<file path="config.mk">
export PLATFORM = sky130hd
export DESIGN_NAME = lzss_out_stage_flat
export DESIGN_NICKNAME = d
export VERILOG_FILES = /design/src/hdl/lzss_pkg.sv /design/src/hdl/lzss_if.sv /design/src/hdl/lzss_out_stage.sv /design/src/flat_wrapper.sv
export SDC_FILE = /design/constraint.sdc
export NUM_CORES = 1
export LEC_CHECK = 0
export ABC_CLOCK_PERIOD_IN_PS = 800
export BUFFER_PORTS_ARGS = -buffer_cell sky130_fd_sc_hd__buf_2
export CORE_AREA = 5 5 42 44
export DETAILED_ROUTE_END_ITERATION = 8
export DIE_AREA = 0 0 47 49
export PLACE_DENSITY = 0.59
export SYNTH_ARGS = -nofsm -noshare
export SYNTH_HDL_FRONTEND = slang
export SYNTH_SLANG_ARGS = --single-unit
</file>
<file path="constraint.sdc">
create_clock -name clk -period 0.8 [get_ports clk]
set_input_delay 0.08 -clock clk [delete_from_list [all_inputs] [get_ports clk]]
set_output_delay 0.08 -clock clk [all_outputs]
set_load 0.005 [all_outputs]
</file>
<file path="src/hdl/lzss_pkg.sv">
`timescale 1ns / 1ps
`default_nettype none

package lzss_pkg;

    localparam int EXP_W     = 24;
    localparam int DIST_W    = 12;
    localparam int LEN_W     = 5;
    localparam int FLAG_BITS = 8;
    localparam int LEN_BIAS  = 3;

    typedef struct packed {
        logic [7:0] data;
        logic       is_status;
        logic       ok;
        logic       run_end;
    } out_item_t;

endpackage

`default_nettype wire

</file>
<file path="src/hdl/lzss_if.sv">
`timescale 1ns / 1ps
`default_nettype none


interface lzss_out_if;
    logic       valid;
    logic       ready;
    logic [7:0] out_byte;
    logic       is_status;
    logic       ok;
    logic       run_end;

    modport source (output valid, output out_byte, output is_status, output ok,
                    output run_end, input ready);
    modport sink (input valid, input out_byte, input is_status, input ok,
                  input run_end, output ready);
endinterface


`default_nettype wire

</file>
<file path="src/hdl/lzss_out_stage.sv">
`timescale 1ns / 1ps
`default_nettype none

module lzss_out_stage (
    input  wire                  clk,
    input  wire                  rst_n,
    input  wire                  push,
    input  lzss_pkg::out_item_t  item,
    output logic                 slot_free,
    lzss_out_if.source           decompressed
);

    import lzss_pkg::*;

    logic      valid_reg;
    logic      valid_next;
    out_item_t item_reg;

    assign slot_free = !valid_reg || decompressed.ready;

    always_comb
    begin
        valid_next = valid_reg;
        if (push)
        begin
            valid_next = 1'b1;
        end
        else if (decompressed.ready)
        begin
            valid_next = 1'b0;
        end
    end

    always_ff @(posedge clk or negedge rst_n)
    begin
        if (!rst_n)
        begin
            valid_reg <= 1'b0;
        end
        else
        begin
            valid_reg <= valid_next;
        end
    end

    always_ff @(posedge clk)
    begin
        if (push)
        begin
            item_reg <= item;
        end
    end

    assign decompressed.valid     = valid_reg;
    assign decompressed.out_byte  = item_reg.data;
    assign decompressed.is_status = item_reg.is_status;
    assign decompressed.ok        = item_reg.ok;
    assign decompressed.run_end   = item_reg.run_end;

`ifndef SYNTHESIS
    a_push_only_when_free: assert property (@(posedge clk) disable iff (!rst_n)
        push |-> slot_free)
        else $error("result pushed into a full output stage");
`endif

endmodule

`default_nettype wire

</file>
<file path="src/flat_wrapper.sv">
// flat-port wrapper written by rule: the top's interface ports become plain ports
module lzss_out_stage_flat import lzss_pkg::*;
  (clk, rst_n, push, item, slot_free, decompressed_valid, decompressed_out_byte, decompressed_is_status, decompressed_ok, decompressed_run_end, decompressed_ready);
  lzss_out_if decompressed_i ();
  input  wire clk;
  input  wire rst_n;
  input  wire push;
  input  lzss_pkg::out_item_t item;
  output logic slot_free;
  output wire logic [$bits(decompressed_i.valid)-1:0] decompressed_valid;
  output wire logic [$bits(decompressed_i.out_byte)-1:0] decompressed_out_byte;
  output wire logic [$bits(decompressed_i.is_status)-1:0] decompressed_is_status;
  output wire logic [$bits(decompressed_i.ok)-1:0] decompressed_ok;
  output wire logic [$bits(decompressed_i.run_end)-1:0] decompressed_run_end;
  input wire logic [$bits(decompressed_i.ready)-1:0] decompressed_ready;
  assign decompressed_valid = decompressed_i.valid;
  assign decompressed_out_byte = decompressed_i.out_byte;
  assign decompressed_is_status = decompressed_i.is_status;
  assign decompressed_ok = decompressed_i.ok;
  assign decompressed_run_end = decompressed_i.run_end;
  assign decompressed_i.ready = decompressed_ready;
  lzss_out_stage u_core (.clk(clk), .rst_n(rst_n), .push(push), .item(item), .slot_free(slot_free), .decompressed(decompressed_i));
endmodule
</file>
==> flow_summary_export.csv <==
group,metric,value,unit
die,chipHeight,49,um
cells_and_area,design_area,693,um2
clocking,clock-sinks,12,
sta,relSlewSlack,0.841,
cells_and_area,area_growth,83.4,%
clocking,numCtsBuffers,3,
global_routing,track_usage,0.0830,
die,dieWidth,47,um
global_routing,antenna_found_initial,0,
clocking,path_clk_slew,60,ps
routing,totalWireLength,811,um
routing,drt_iter0_markers,1,
setup_path,crit_required,720,ps
synthesis,synth_top_area_share,0.874,
cells_and_area,multi_input_area,22.5,um2
sta,setup_slack,-112,ps
power,peakVddDrop,830,uV
setup_path,arrival,830,ps
setup_path,critPathMaxFanout,2,
sta,finalMaxSlewViolations,0,
sta,setup_viol_count_final,13,
sta,period_share,1.14,
sta,rsz0062_at_grt,"true",
routing,drc,0,
sta,tightest_slew,238,ps
power,p_total,1270,uW
cells_and_area,nFillCells,136,
synthesis,synthesis.area,378,um2
cells_and_area,seq_area,355,um2
clocking,clockBufferDepth,2,
placed_design,io_buffers,27,
synthesis,ys_seq_elements,12,
global_routing,grt_pass1_wl,1300,um
setup_path,worstSetupPathType,"register to output port",
die,top_level_ports,28,
power,power_density,1830,nW/um2
synthesis,ys_types,4,
routing,wire_per_inst,11.0,um
sta,holdWs,123,ps
cells_and_area,largest_register_ffs,8,
synthesis,ys_warn_count,0,
cells_and_area,drive_gt1_frac,0.569,
synthesis,yosysTopAreaCell,"edfxtp_1",
clocking,cts_root_buffer,"clkbuf_4",
die,num_rows,14,
status,status,"finished with violations",
placed_design,place.gp.congestion,0.581,
setup_path,cp-start-kind,"register",
global_routing,grt_overflow,0,
routing,dr.pass1.iters,2,
power,p_leak,0.000307,uW
clocking,clkLatencyLatePin,250,ps
placed_design,placed_area,533,um2
die,start_util,0.270,
sta,skew,0,ps
global_routing,grt_pass1_vias,309,
synthesis,synthCells,14,
setup_path,end_kind,"output port",
cells_and_area,stdcell_count,74,
synthesis,syn-mean-instance-area,27.0,um2
sta,timing.final.hold_violations,0,
cells_and_area,fin_nets,74,
sta,period_minus_slack,912,ps
synthesis,seq_area_frac_synth,0.940,
min_path,hp-class,"input port to async pin",
clocking,cts_tree,"yes",
die,coreArea,1400,um2
placed_design,placedCellCount,57,
routing,drtAntennaViolNets,0,
sta,max_freq,1100,MHz
clocking,h-tree-depth,1,
status,violations,"setup timing",
cells_and_area,diodes,0,
placed_design,place_ws,150,ps
die,dieArea,2300,um2
routing,routed_via_density,3.84,
global_routing,grt_max_degree,13,
synthesis,syn_nets,29,
synthesis,ys_top_cells_by_area,"edfxtp_1, dfrtp_1, nand2b_4, nand2b_2",
run,drv_cap,0,
routing,num_vias,284,
-- cell families (layout without fill, tap and decap cells) --
group	count (synthesis)	after routing	synth area share
buf+inv	0	44	0
flops	12	12	0.940
simple gates	2	2	0.0596
-- metal layers --
metal | GRT usage | vias up | routed length, um
met1 | 0.0810 | 133 | 267
met5 | 0 | - | 0
met4 | 0.0415 | 0 | 0
met2 | 0.149 | 10 | 486
li1 | - | 141 | -
met3 | 0.0221 | 0 | 57
-- final timing paths --
path | end | cells past startpoint | slack (ps) | from
min in group clk | u_core.decompressed.valid | 4 | 190 | decompressed_ready
worst max register to register | u_core.decompressed.valid | 3 | 50 | u_core.decompressed.valid
max in group asynchronous | u_core.decompressed.valid | 2 | 590 | rst_n
worst min register to register | u_core.decompressed.valid | 3 | 660 | u_core.decompressed.valid
worst min-delay path | u_core.decompressed.valid | 2 | 120 | rst_n
worst max-delay path | slot_free | 2 | -110 | u_core.decompressed.valid
-- cell type report --
class | instances | area share
Clock buffer | 4 | 0.0379
Multi-Input combinational cell | 2 | 0.0325
Sequential cell | 12 | 0.513
Tap cell | 16 | 0.0289
Timing Repair Buffer | 40 | 0.388
-- cells in the final DEF (no fill, tap or decap) --
cell	Yosys	final
dfrtp_1	1	1
clkbuf_1	0	1
nand2b_2	1	1
buf_2	0	26
clkbuf_4	0	3
dlygate4sd3_1	0	12
buf_6	0	1
buf_4	0	1
nand2b_4	1	1
edfxtp_1	11	11
-- where the power goes --
group	internal (uW)	total, uW	leakage (uW)	switching [uW]
Combinational	108	162	0.000174	54.0
Clock	192	358	0.0000150	165
Sequential	738	752	0.000118	13.6
Total	1040	1270	0.000307	233
-- synth_stat cells --
| master | count |
|---|---|
| nand2b_2 | 1 |
| edfxtp_1 | 11 |
| dfrtp_1 | 1 |
| nand2b_4 | 1 |
-- critical path: stages (launching register included) --
cell      delay, ps
dfrtp_1         410
nand2b_4         80
buf_6            90
-- per-stage QoR --
stage / util / setup TNS, ps
after floorplan: - / 0
after global placement: 0.380 / 0
after detailed placement: 0.380 / 0
after CTS: 0.495 / -661
after global routing: 0.495 / -1040
final: 0.495 / -494
-- timing repair --
action / CTS / global route
hold buffers: 12 / 0
gates resized for setup: 1 / 0
endpoints found under the setup margin: 13 / 13
setup buffers: 1 / 0
hold endpoints to repair: 12 / 0
pin swaps: 0 / 0
No activity file was read; power rests on OpenSTA's default activity.
